$ cat config.mk
export PLATFORM = sky130hd
export DESIGN_NAME = led_animation_sequencer_top_flat
export DESIGN_NICKNAME = d
export VERILOG_FILES = /design/src/hw/rtl/las_pkg.sv /design/src/hw/rtl/las_cmd_if.sv /design/src/hw/rtl/las_res_if.sv /design/src/hw/rtl/las_engine.sv /design/src/hw/rtl/led_animation_sequencer_top.sv /design/src/flat_wrapper.sv
export SDC_FILE = /design/constraint.sdc
export NUM_CORES = 1
export LEC_CHECK = 0
export ABC_AREA = 1
export BUFFER_PORTS_ARGS = -buffer_cell sky130_fd_sc_hd__buf_2
export CAP_MARGIN = 20
export CORE_ASPECT_RATIO = 0.9
export CORE_UTILIZATION = 47
export CTS_BUF_LIST = sky130_fd_sc_hd__clkbuf_4 sky130_fd_sc_hd__clkbuf_8
export DETAILED_ROUTE_END_ITERATION = 6
export PLACE_DENSITY = 0.65
export SETUP_SLACK_MARGIN = 0.2
export SLEW_MARGIN = 10
export SYNTH_ARGS = -nofsm -noshare
export SYNTH_HDL_FRONTEND = slang
export SYNTH_HIERARCHICAL = 1
export SYNTH_SLANG_ARGS = --single-unit
$ cat constraint.sdc
create_clock -name clk -period 10.4 [get_ports clk]
set_input_delay 0.52 -clock clk [delete_from_list [all_inputs] [get_ports clk]]
set_output_delay 0.52 -clock clk [all_outputs]
set_load 0.1 [all_outputs]
$ cat src/hw/rtl/las_pkg.sv
`timescale 1ns / 1ps
// ----------------------------------------------------------------------------
// las_pkg
// Shared types, codes, colors and the phase entry function of the LED
// animation sequencer.
// ----------------------------------------------------------------------------
package las_pkg;

  localparam int unsigned LED_COUNT = 4;

  // Operation codes of a command transaction
  localparam logic [1:0] OP_TICK    = 2'd0;
  localparam logic [1:0] OP_QUEUE   = 2'd1;
  localparam logic [1:0] OP_TRIGGER = 2'd2;

  // Animation codes
  localparam logic [2:0] ANIM_STOP      = 3'd0;
  localparam logic [2:0] ANIM_WAITING   = 3'd1;
  localparam logic [2:0] ANIM_ATTENTION = 3'd2;
  localparam logic [2:0] ANIM_EMERGENCY = 3'd3;
  localparam logic [2:0] ANIM_STANDBY   = 3'd4;
  localparam logic [2:0] ANIM_SPIN      = 3'd5;

  // Colors, red<<16 | green<<8 | blue
  localparam logic [7:0]  FULL      = 8'd255;
  localparam logic [7:0]  AMBER_GRN = 8'd38;
  localparam logic [23:0] COL_RED   = {FULL, 8'd0, 8'd0};
  localparam logic [23:0] COL_BLUE  = {8'd0, 8'd0, FULL};
  localparam logic [23:0] COL_AMBER = {FULL, AMBER_GRN, 8'd0};
  localparam logic [23:0] COL_OFF   = 24'd0;

  // Phase durations in milliseconds
  localparam logic [9:0] MS_BLINK_LONG  = 10'd1000;
  localparam logic [9:0] MS_BLINK_SHORT = 10'd100;
  localparam logic [9:0] MS_HALF        = 10'd400;
  localparam logic [9:0] MS_PAUSE       = 10'd500;
  localparam logic [9:0] MS_FOREVER     = 10'd0;

  // Attention: five on/off pairs, then one long dark phase
  localparam logic [4:0] ATT_PAUSE_PHASE = 5'd10;

  typedef struct packed {
    logic [LED_COUNT-1:0]       red;
    logic [LED_COUNT-1:0][23:0] rgb;
  } image_t;

  typedef struct packed {
    logic       ok;
    logic [9:0] ms;
    image_t     img;
  } phase_t;

  // Everything a result transaction shows
  typedef struct packed {
    image_t     img;
    logic [2:0] anim;
    logic       once;
  } view_t;

  localparam image_t IMG_DARK = '0;

  function automatic image_t all_red();
    image_t r;
    r.red = '1;
    for (int i = 0; i < LED_COUNT; i++) r.rgb[i] = COL_RED;
    return r;
  endfunction

  // Apply the entry actions of phase p and arm its wait; ok clear = play done
  function automatic phase_t enter_phase(input logic [2:0] anim,
                                         input logic [4:0] p,
                                         input image_t     img);
    phase_t     r;
    logic [1:0] prev;
    logic [1:0] cur;
    r.ok  = 1'b1;
    r.ms  = MS_FOREVER;
    r.img = img;
    prev  = p[2:1] - 2'd1;
    cur   = p[2:1];
    case (anim)
      ANIM_WAITING: begin
        if (p > 5'd1) begin
          r.ok = 1'b0;
        end else begin
          r.img = (p == 5'd0) ? all_red() : IMG_DARK;
          r.ms  = MS_BLINK_LONG;
        end
      end
      ANIM_ATTENTION: begin
        if (p < ATT_PAUSE_PHASE) begin
          r.img = p[0] ? IMG_DARK : all_red();
          r.ms  = MS_BLINK_SHORT;
        end else if (p == ATT_PAUSE_PHASE) begin
          r.ms = MS_PAUSE;
        end else begin
          r.ok = 1'b0;
        end
      end
      ANIM_EMERGENCY: begin
        if (p > 5'd1) begin
          r.ok = 1'b0;
        end else begin
          for (int i = 0; i < LED_COUNT; i++) begin
            if (p == 5'd0) r.img.rgb[i] = (i >= 2) ? COL_RED : COL_OFF;
            else           r.img.rgb[i] = (i <= 1) ? COL_BLUE : COL_OFF;
          end
          r.ms = MS_HALF;
        end
      end
      ANIM_STANDBY: begin
        if (p != 5'd0) begin
          r.ok = 1'b0;
        end else begin
          for (int i = 0; i < LED_COUNT; i++) r.img.rgb[i] = COL_AMBER;
        end
      end
      ANIM_SPIN: begin
        // Turn off the RGB LED lit by the previous step
        if (p >= 5'd2 && !p[0]) r.img.rgb[prev] = COL_OFF;
        if (p >= 5'(2 * LED_COUNT)) begin
          r.ok = 1'b0;
        end else begin
          if (!p[0]) begin
            r.img.red[cur] = 1'b1;
          end else begin
            r.img.red[cur] = 1'b0;
            r.img.rgb[cur] = COL_RED;
          end
          r.ms = MS_BLINK_SHORT;
        end
      end
      default: begin
        if (p != 5'd0) r.ok = 1'b0;
      end
    endcase
    return r;
  endfunction

endpackage

$ cat src/hw/rtl/las_cmd_if.sv
`timescale 1ns / 1ps
// ----------------------------------------------------------------------------
// las_cmd_if
// Command channel: tick, queue request or trigger with valid/ready.
// ----------------------------------------------------------------------------
interface las_cmd_if;
  logic       valid;
  logic       ready;
  logic [1:0] op;
  logic [2:0] animation;
  logic       repeat_mode;

  modport source (output valid, output op, output animation, output repeat_mode,
                  input ready);
  modport sink   (input valid, input op, input animation, input repeat_mode,
                  output ready);
endinterface

$ cat src/hw/rtl/las_res_if.sv
`timescale 1ns / 1ps
// ----------------------------------------------------------------------------
// las_res_if
// Result channel: LED image and play status with valid/ready.
// ----------------------------------------------------------------------------
interface las_res_if;
  logic        valid;
  logic        ready;
  logic [3:0]  red_leds;
  logic [23:0] rgb_led0;
  logic [23:0] rgb_led1;
  logic [23:0] rgb_led2;
  logic [23:0] rgb_led3;
  logic [2:0]  active_animation;
  logic        playing_once;

  modport source (output valid, output red_leds, output rgb_led0, output rgb_led1,
                  output rgb_led2, output rgb_led3, output active_animation,
                  output playing_once, input ready);
  modport sink   (input valid, input red_leds, input rgb_led0, input rgb_led1,
                  input rgb_led2, input rgb_led3, input active_animation,
                  input playing_once, output ready);
endinterface

$ cat src/hw/rtl/las_engine.sv
`timescale 1ns / 1ps
// ----------------------------------------------------------------------------
// las_engine
// Sequencer state and its single-pass update for one command transaction.
// ----------------------------------------------------------------------------
module las_engine
  import las_pkg::*;
(
  input  logic       clk,
  input  logic       rst,
  input  logic       step,
  input  logic [1:0] op,
  input  logic [2:0] animation,
  input  logic       repeat_mode,
  output view_t      view_next
);

  logic [2:0] loop_choice, loop_choice_next;
  logic [2:0] once_choice, once_choice_next;
  logic       once_pending, once_pending_next;
  logic [2:0] cur_anim, cur_anim_next;
  logic [4:0] phase, phase_next;
  logic [9:0] ms_left, ms_left_next;
  image_t     img, img_next;
  logic       in_once, in_once_next;

  logic [2:0] req_anim;
  logic [9:0] ms_dec;
  logic [4:0] phase_inc;
  phase_t     adv;
  phase_t     restart;
  logic [2:0] start_anim;
  logic [2:0] store_loop;
  logic [2:0] store_once;
  logic       store_pend;

  // Map unknown animation codes to stop
  assign req_anim  = (animation > ANIM_SPIN) ? ANIM_STOP : animation;
  assign ms_dec    = ms_left - 10'd1;
  assign phase_inc = phase + 5'd1;
  assign adv       = enter_phase(cur_anim, phase_inc, img);

  // Request bookkeeping as a queue or trigger would leave it
  always_comb begin
    store_loop = loop_choice;
    store_once = once_choice;
    store_pend = once_pending;
    if (repeat_mode) begin
      store_loop = req_anim;
      store_pend = 1'b0;
    end else begin
      store_once = req_anim;
      store_pend = 1'b1;
    end
  end

  // Next state for one transaction
  always_comb begin
    loop_choice_next  = loop_choice;
    once_choice_next  = once_choice;
    once_pending_next = once_pending;
    cur_anim_next     = cur_anim;
    phase_next        = phase;
    ms_left_next      = ms_left;
    img_next          = img;
    in_once_next      = in_once;
    start_anim        = loop_choice;
    restart           = enter_phase(loop_choice, 5'd0, adv.img);
    case (op)
      OP_TICK: begin
        if (ms_left != 10'd0) begin
          if (ms_dec != 10'd0) begin
            ms_left_next = ms_dec;
          end else if (adv.ok) begin
            phase_next   = phase_inc;
            ms_left_next = adv.ms;
            img_next     = adv.img;
          end else begin
            if (in_once) begin
              // Once play finished: start a fresh play from dark
              start_anim = once_pending ? once_choice : loop_choice;
              restart    = enter_phase(start_anim, 5'd0, IMG_DARK);
              once_pending_next = 1'b0;
              in_once_next      = once_pending;
            end else begin
              // Loop wraps onto the current loop choice, image kept
              start_anim = loop_choice;
            end
            cur_anim_next = start_anim;
            phase_next    = 5'd0;
            ms_left_next  = restart.ms;
            img_next      = restart.img;
          end
        end
      end
      OP_QUEUE: begin
        loop_choice_next  = store_loop;
        once_choice_next  = store_once;
        once_pending_next = store_pend;
      end
      OP_TRIGGER: begin
        loop_choice_next  = store_loop;
        once_choice_next  = store_once;
        start_anim        = store_pend ? store_once : store_loop;
        restart           = enter_phase(start_anim, 5'd0, IMG_DARK);
        once_pending_next = 1'b0;
        in_once_next      = store_pend;
        cur_anim_next     = start_anim;
        phase_next        = 5'd0;
        ms_left_next      = restart.ms;
        img_next          = restart.img;
      end
      default: begin
      end
    endcase
  end

  // Commit on each accepted step
  always_ff @(posedge clk) begin
    if (rst) begin
      loop_choice  <= ANIM_STOP;
      once_choice  <= ANIM_STOP;
      once_pending <= 1'b0;
      cur_anim     <= ANIM_STOP;
      phase        <= '0;
      ms_left      <= MS_FOREVER;
      img          <= IMG_DARK;
      in_once      <= 1'b0;
    end else if (step) begin
      loop_choice  <= loop_choice_next;
      once_choice  <= once_choice_next;
      once_pending <= once_pending_next;
      cur_anim     <= cur_anim_next;
      phase        <= phase_next;
      ms_left      <= ms_left_next;
      img          <= img_next;
      in_once      <= in_once_next;
    end
  end

  assign view_next.img  = img_next;
  assign view_next.anim = cur_anim_next;
  assign view_next.once = in_once_next;

endmodule

$ cat src/hw/rtl/led_animation_sequencer_top.sv
`timescale 1ns / 1ps
// ----------------------------------------------------------------------------
// led_animation_sequencer_top
// Input register, sequencer engine and result register for the LED
// animation sequencer.
// ----------------------------------------------------------------------------
//  channel | dir | fields
//  cmd     | in  | op, animation, repeat_mode
//  res     | out | red_leds, rgb_led0..3, active_animation, playing_once
//
//  One transaction per cycle sustained while results are taken; each command gives
//  one result, held first in the input register and then in the result register.
//  rst clears the sequencer state and both valid flags: stop animation in loop mode, LEDs dark.
//  A stalled result holds; the input register keeps taking commands while the
//  result register is free or being taken in the same cycle.
// ----------------------------------------------------------------------------
module led_animation_sequencer_top
  import las_pkg::*;
(
  input logic      clk,
  input logic      rst,
  las_cmd_if.sink  cmd,
  las_res_if.source res
);

  logic       s1_valid;
  logic [1:0] s1_op;
  logic [2:0] s1_anim;
  logic       s1_mode;
  logic       s1_go;
  logic       out_valid;
  view_t      view_next;
  view_t      out_view;

  // Advance the held command when the result register can take it
  assign s1_go     = s1_valid && (!out_valid || res.ready);
  assign cmd.ready = !s1_valid || s1_go;

  // Input register
  always_ff @(posedge clk) begin
    if (rst) begin
      s1_valid <= 1'b0;
    end else if (cmd.ready) begin
      s1_valid <= cmd.valid;
    end
  end

  always_ff @(posedge clk) begin
    if (cmd.valid && cmd.ready) begin
      s1_op   <= cmd.op;
      s1_anim <= cmd.animation;
      s1_mode <= cmd.repeat_mode;
    end
  end

  las_engine u_engine (
    .clk         (clk),
    .rst         (rst),
    .step        (s1_go),
    .op          (s1_op),
    .animation   (s1_anim),
    .repeat_mode (s1_mode),
    .view_next   (view_next)
  );

  // Result register
  always_ff @(posedge clk) begin
    if (rst) begin
      out_valid <= 1'b0;
    end else if (s1_go) begin
      out_valid <= 1'b1;
    end else if (res.ready) begin
      out_valid <= 1'b0;
    end
  end

  always_ff @(posedge clk) begin
    if (s1_go) begin
      out_view <= view_next;
    end
  end

  assign res.valid            = out_valid;
  assign res.red_leds         = out_view.img.red;
  assign res.rgb_led0         = out_view.img.rgb[0];
  assign res.rgb_led1         = out_view.img.rgb[1];
  assign res.rgb_led2         = out_view.img.rgb[2];
  assign res.rgb_led3         = out_view.img.rgb[3];
  assign res.active_animation = out_view.anim;
  assign res.playing_once     = out_view.once;

endmodule

$ cat src/flat_wrapper.sv
// flat-port wrapper written by rule: the top's interface ports become plain ports
module led_animation_sequencer_top_flat import las_pkg::*;
  (clk, rst, cmd_valid, cmd_op, cmd_animation, cmd_repeat_mode, cmd_ready, res_valid, res_red_leds, res_rgb_led0, res_rgb_led1, res_rgb_led2, res_rgb_led3, res_active_animation, res_playing_once, res_ready);
  las_cmd_if cmd_i ();
  las_res_if res_i ();
  input logic clk;
  input logic rst;
  input wire logic [$bits(cmd_i.valid)-1:0] cmd_valid;
  input wire logic [$bits(cmd_i.op)-1:0] cmd_op;
  input wire logic [$bits(cmd_i.animation)-1:0] cmd_animation;
  input wire logic [$bits(cmd_i.repeat_mode)-1:0] cmd_repeat_mode;
  output wire logic [$bits(cmd_i.ready)-1:0] cmd_ready;
  output wire logic [$bits(res_i.valid)-1:0] res_valid;
  output wire logic [$bits(res_i.red_leds)-1:0] res_red_leds;
  output wire logic [$bits(res_i.rgb_led0)-1:0] res_rgb_led0;
  output wire logic [$bits(res_i.rgb_led1)-1:0] res_rgb_led1;
  output wire logic [$bits(res_i.rgb_led2)-1:0] res_rgb_led2;
  output wire logic [$bits(res_i.rgb_led3)-1:0] res_rgb_led3;
  output wire logic [$bits(res_i.active_animation)-1:0] res_active_animation;
  output wire logic [$bits(res_i.playing_once)-1:0] res_playing_once;
  input wire logic [$bits(res_i.ready)-1:0] res_ready;
  assign cmd_i.valid = cmd_valid;
  assign cmd_i.op = cmd_op;
  assign cmd_i.animation = cmd_animation;
  assign cmd_i.repeat_mode = cmd_repeat_mode;
  assign cmd_ready = cmd_i.ready;
  assign res_valid = res_i.valid;
  assign res_red_leds = res_i.red_leds;
  assign res_rgb_led0 = res_i.rgb_led0;
  assign res_rgb_led1 = res_i.rgb_led1;
  assign res_rgb_led2 = res_i.rgb_led2;
  assign res_rgb_led3 = res_i.rgb_led3;
  assign res_active_animation = res_i.active_animation;
  assign res_playing_once = res_i.playing_once;
  assign res_i.ready = res_ready;
  led_animation_sequencer_top u_core (.clk(clk), .rst(rst), .cmd(cmd_i), .res(res_i));
endmodule
==> flow_metrics.env <==
export IMPL_vdd_drop_max_mv=0.1118
export IMPL_clkSinkCount=238
export IMPL_vias=11660
export IMPL_met1_usage=0.3424
export IMPL_grt_util_met2=0.3932
export IMPL_rsz0062_at_grt="false"
export IMPL_syn_inst=1725
export IMPL_grt_max_degree=90
export IMPL_grt_pass1_wl_mm=54.91
export IMPL_htreeDepth=2
export IMPL_path_cells="inv_1 > ha_1 > inv_1 > nand2_1 > nand2_1 > nand2_1 > nand2_1 > nand2_1 > nand3_1 > nand2_2 > nand2_4 > a21oi_4 > nand2_1 > nand3_1 > inv_2"
export IMPL_fin_crit_ps=4239
export IMPL_drc_errors=0
export IMPL_ys_ff_latch=238
export IMPL_final_hold_viol_count=0
export IMPL_top_usage_layer="met2"
export IMPL_async_flop_share=0
export IMPL_powerDensity_nw_per_um2=166.6
export IMPL_maxSlewViolCount=0
export IMPL_pin_count=116
export IMPL_core_area_um2=26210
export IMPL_gr_total_overflow=0
export IMPL_power_leakage_nw=6.719
export IMPL_finalCritPeriodShare=0.4076
export IMPL_slowest_delay_ps=550
export IMPL_fill_cells=2498
export IMPL_antenna_left=0
export IMPL_fin_skew_ps=24.91
export IMPL_multi_input_area_um2=5435
export IMPL_drtPass1Iterations=6
export IMPL_antenna_cells=0
export IMPL_hp_class="in -> reg"
export IMPL_fp_dieW_um=174.8
export IMPL_crit_arrival_ps=4680
export IMPL_cts_hold_buffers=0
export IMPL_final_util=0.5463
export IMPL_synth_distinct_cells=45
export IMPL_viasPerCell=5.307
export IMPL_tns_ps=0
export IMPL_max_slew_margin_rel=0.3217
export IMPL_critPathMaxFanout=55
export IMPL_fin_nets=1837
export IMPL_numCtsBuffers=41
export IMPL_fmax_mhz=235.9
export IMPL_cts_resized=0
export IMPL_clk_latency_ps=550
export IMPL_dieArea_um2=27530
export IMPL_clockBufferDepth=3
export IMPL_gp_congestion=0.9604
export IMPL_setup_viol=0
export IMPL_cts_root_buf="clkbuf_8"
export IMPL_synth_ff_type="dfxtp_1"
export IMPL_synth_warnings=6
export IMPL_grt_use_total=0.2486
export IMPL_synthToLayoutAreaGrowth_pct=13.36
export IMPL_hpwl_mm=22.60
export IMPL_seq_area_um2=5866
export IMPL_start_util=0.4819
export IMPL_ys_seq_area_frac=0.4645
export IMPL_worstPathRequired_ps=10840
export IMPL_synth_edf_count=110
export IMPL_status="finished, final reports clean"
export IMPL_drive_above_1_share=0.1476
export IMPL_drt_total_wl_mm=34.14
export IMPL_grt_use_met3=0.04010
export IMPL_worstSetupPathType="reg -> reg"
export IMPL_cts_tree="done"
export IMPL_post_cts_setup_buffers=0
export IMPL_syn_nets=1744
export IMPL_clk_pin_slew_worst_paths_ps=60
export IMPL_port_buffers=115
export IMPL_worstSetupEndpointType="flip-flop"
export IMPL_rows=56
export IMPL_syn_area_um2=12630
export IMPL_synth_avg_cell_area_um2=7.321
export IMPL_startpoint_type="flip-flop"
export IMPL_maxCapViolCount=0
export IMPL_worst_slew_pin_slew_ps=1014
export IMPL_fp_dieH_um=157.5
export IMPL_grt_pass1_vias=10730
export IMPL_crit_slowest_cell="dfxtp_1"
export IMPL_wl_per_cell_um=15.53
export IMPL_cpMostUsedCell="nand2_1"
export IMPL_antenna_found_initial=0
export IMPL_drtIter0Drc=1055
-- flip-flops by register name (all words and copies together), names as in the netlist, 4 cells and up --
| name | count |
|---|---|
| u_core/u_engine/ms_left | 10 |
| u_core/res.rgb_led3 | 24 |
| u_core/res.red_leds | 4 |
| u_core/res.rgb_led0 | 24 |
| u_core/res.rgb_led1 | 24 |
| u_core/u_engine/phase | 5 |
| u_core/u_engine/img | 100 |
| u_core/res.rgb_led2 | 24 |
-- metrics by stage --
step           power [mW]  hold WS [ps]  worst slack (ps)  cell area, µm²  instances
3_3_place_gp        1.470         442.9              6366           13370       2120
3_5_place_dp        1.475         448.6              6244           13370       2120
4_1_cts             2.405         128.9              6209           14280       2195
6_report            2.385         162.3              6161           14320       2198
5_1_grt             2.485         139.1              5764           14320       2198
2_1_floorplan       1.398         432.8              2932           12630       1725
-- power by group --
group	internal (mW)	leakage, nW	total, mW	switching [mW]
registers	1.02	2.13	1.04	0.0205
clock network	0.538	0.485	0.925	0.387
logic	0.0891	4.10	0.422	0.333
-- layout by cell type, fill, tap and decap left out, drive strengths merged, types with 20 or more instances in the layout --
cell type / Yosys / layout
nand2: 434 / 434
clkbuf: 45 / 64
inv: 253 / 255
clkinv: 13 / 20
a21oi: 136 / 136
buf: 31 / 126
nor2: 147 / 147
dfxtp: 128 / 128
o211ai: 20 / 20
edfxtp: 110 / 110
nand4: 20 / 20
o21ai: 139 / 139
nand3: 198 / 198
-- Yosys cell counts, types with 2 or more instances --
| cell type | number | share of area |
|---|---|---|
| o21ai_1 | 27 | 0.011 |
| a21oi_2 | 5 | 0.0035 |
| a211oi_1 | 3 | 0.0018 |
| nand2_2 | 9 | 0.0045 |
| o21ai_0 | 110 | 0.044 |
| ha_1 | 9 | 0.0089 |
| dfxtp_1 | 128 | 0.20 |
| nor2_1 | 139 | 0.041 |
| nor3_1 | 6 | 0.0024 |
| clkbuf_1 | 45 | 0.013 |
| a21oi_4 | 3 | 0.0039 |
| inv_1 | 220 | 0.065 |
| nor3_2 | 2 | 0.0016 |
| xor2_1 | 4 | 0.0028 |
| clkinv_1 | 12 | 0.0036 |
| a21oi_1 | 128 | 0.051 |
| nor2_2 | 7 | 0.0035 |
| o22ai_1 | 2 | 0.00099 |
| o21bai_1 | 2 | 0.0012 |
| o2111ai_1 | 2 | 0.0014 |
| a31oi_1 | 4 | 0.0020 |
| o21ai_2 | 2 | 0.0014 |
| buf_2 | 19 | 0.0075 |
| buf_1 | 2 | 0.00059 |
| inv_2 | 33 | 0.0098 |
| a22oi_1 | 5 | 0.0030 |
| nand2_1 | 423 | 0.13 |
| o221ai_1 | 2 | 0.0014 |
| nand3_1 | 194 | 0.077 |
| buf_4 | 8 | 0.0048 |
| nand3_2 | 4 | 0.0032 |
| nand3b_1 | 2 | 0.0012 |
| o211ai_1 | 20 | 0.012 |
| buf_6 | 2 | 0.0018 |
| xnor2_1 | 3 | 0.0021 |
| nand4_1 | 20 | 0.0099 |
| nand2_4 | 2 | 0.0018 |
| edfxtp_1 | 110 | 0.26 |
-- final timing paths --
kind,slack (ps),end,startpoint,depth (start not counted)
worst max-delay path,6160,u_core/u_engine/img[87],u_core/u_engine/phase[0],15
worst min-delay path,160,u_core/s1_anim[1],cmd_animation[1],1
worst max register to register,6160,u_core/u_engine/img[87],u_core/u_engine/phase[0],15
worst min register to register,460,u_core/u_engine/img[35],u_core/u_engine/img[35],2
-- logic make-up (layout without fill, tap and decap cells) --
family | Yosys count | in the layout | synth area share
xor gates and xnor gates | 7 | 7 | 0.004855
buffers and inverters | 342 | 467 | 0.1072
DFF | 238 | 238 | 0.4645
and+or+nand+nor | 811 | 811 | 0.2738
AOI/OAI and AO/OA | 318 | 318 | 0.1408
adders and majority gates | 9 | 9 | 0.008917
-- critical path: cells and delay by family, from the launching register on --
kind / cells / cell delay [ps]
AO/OA/AOI/OAI: 1 / 530
adder cells (fa/ha/maj): 1 / 460
buffers and inverters: 3 / 430
flip-flops: 1 / 550
AND/OR/NAND/NOR: 10 / 2130
-- per-layer routing --
| metal | wire length [µm] | part of all wire | up-vias |
|---|---|---|---|
| met5 | 0 | 0 | - |
| met4 | 919 | 0.027 | 0 |
| met3 | 2439 | 0.071 | 74 |
| met2 | 15080 | 0.44 | 433 |
| met1 | 15700 | 0.46 | 5336 |
| li1 | - | - | 5821 |
-- area by class of cell --
| class | count | area share |
|---|---|---|
| Multi-Input combinational cell | 1145 | 0.3797 |
| Inverter | 266 | 0.06984 |
| Clock inverter | 11 | 0.007866 |
| Clock buffer | 64 | 0.05541 |
| Sequential cell | 238 | 0.4098 |
| Tap cell | 348 | 0.03042 |
| Timing Repair Buffer | 126 | 0.04702 |
Note: power is estimated with default switching activity, not from simulation.
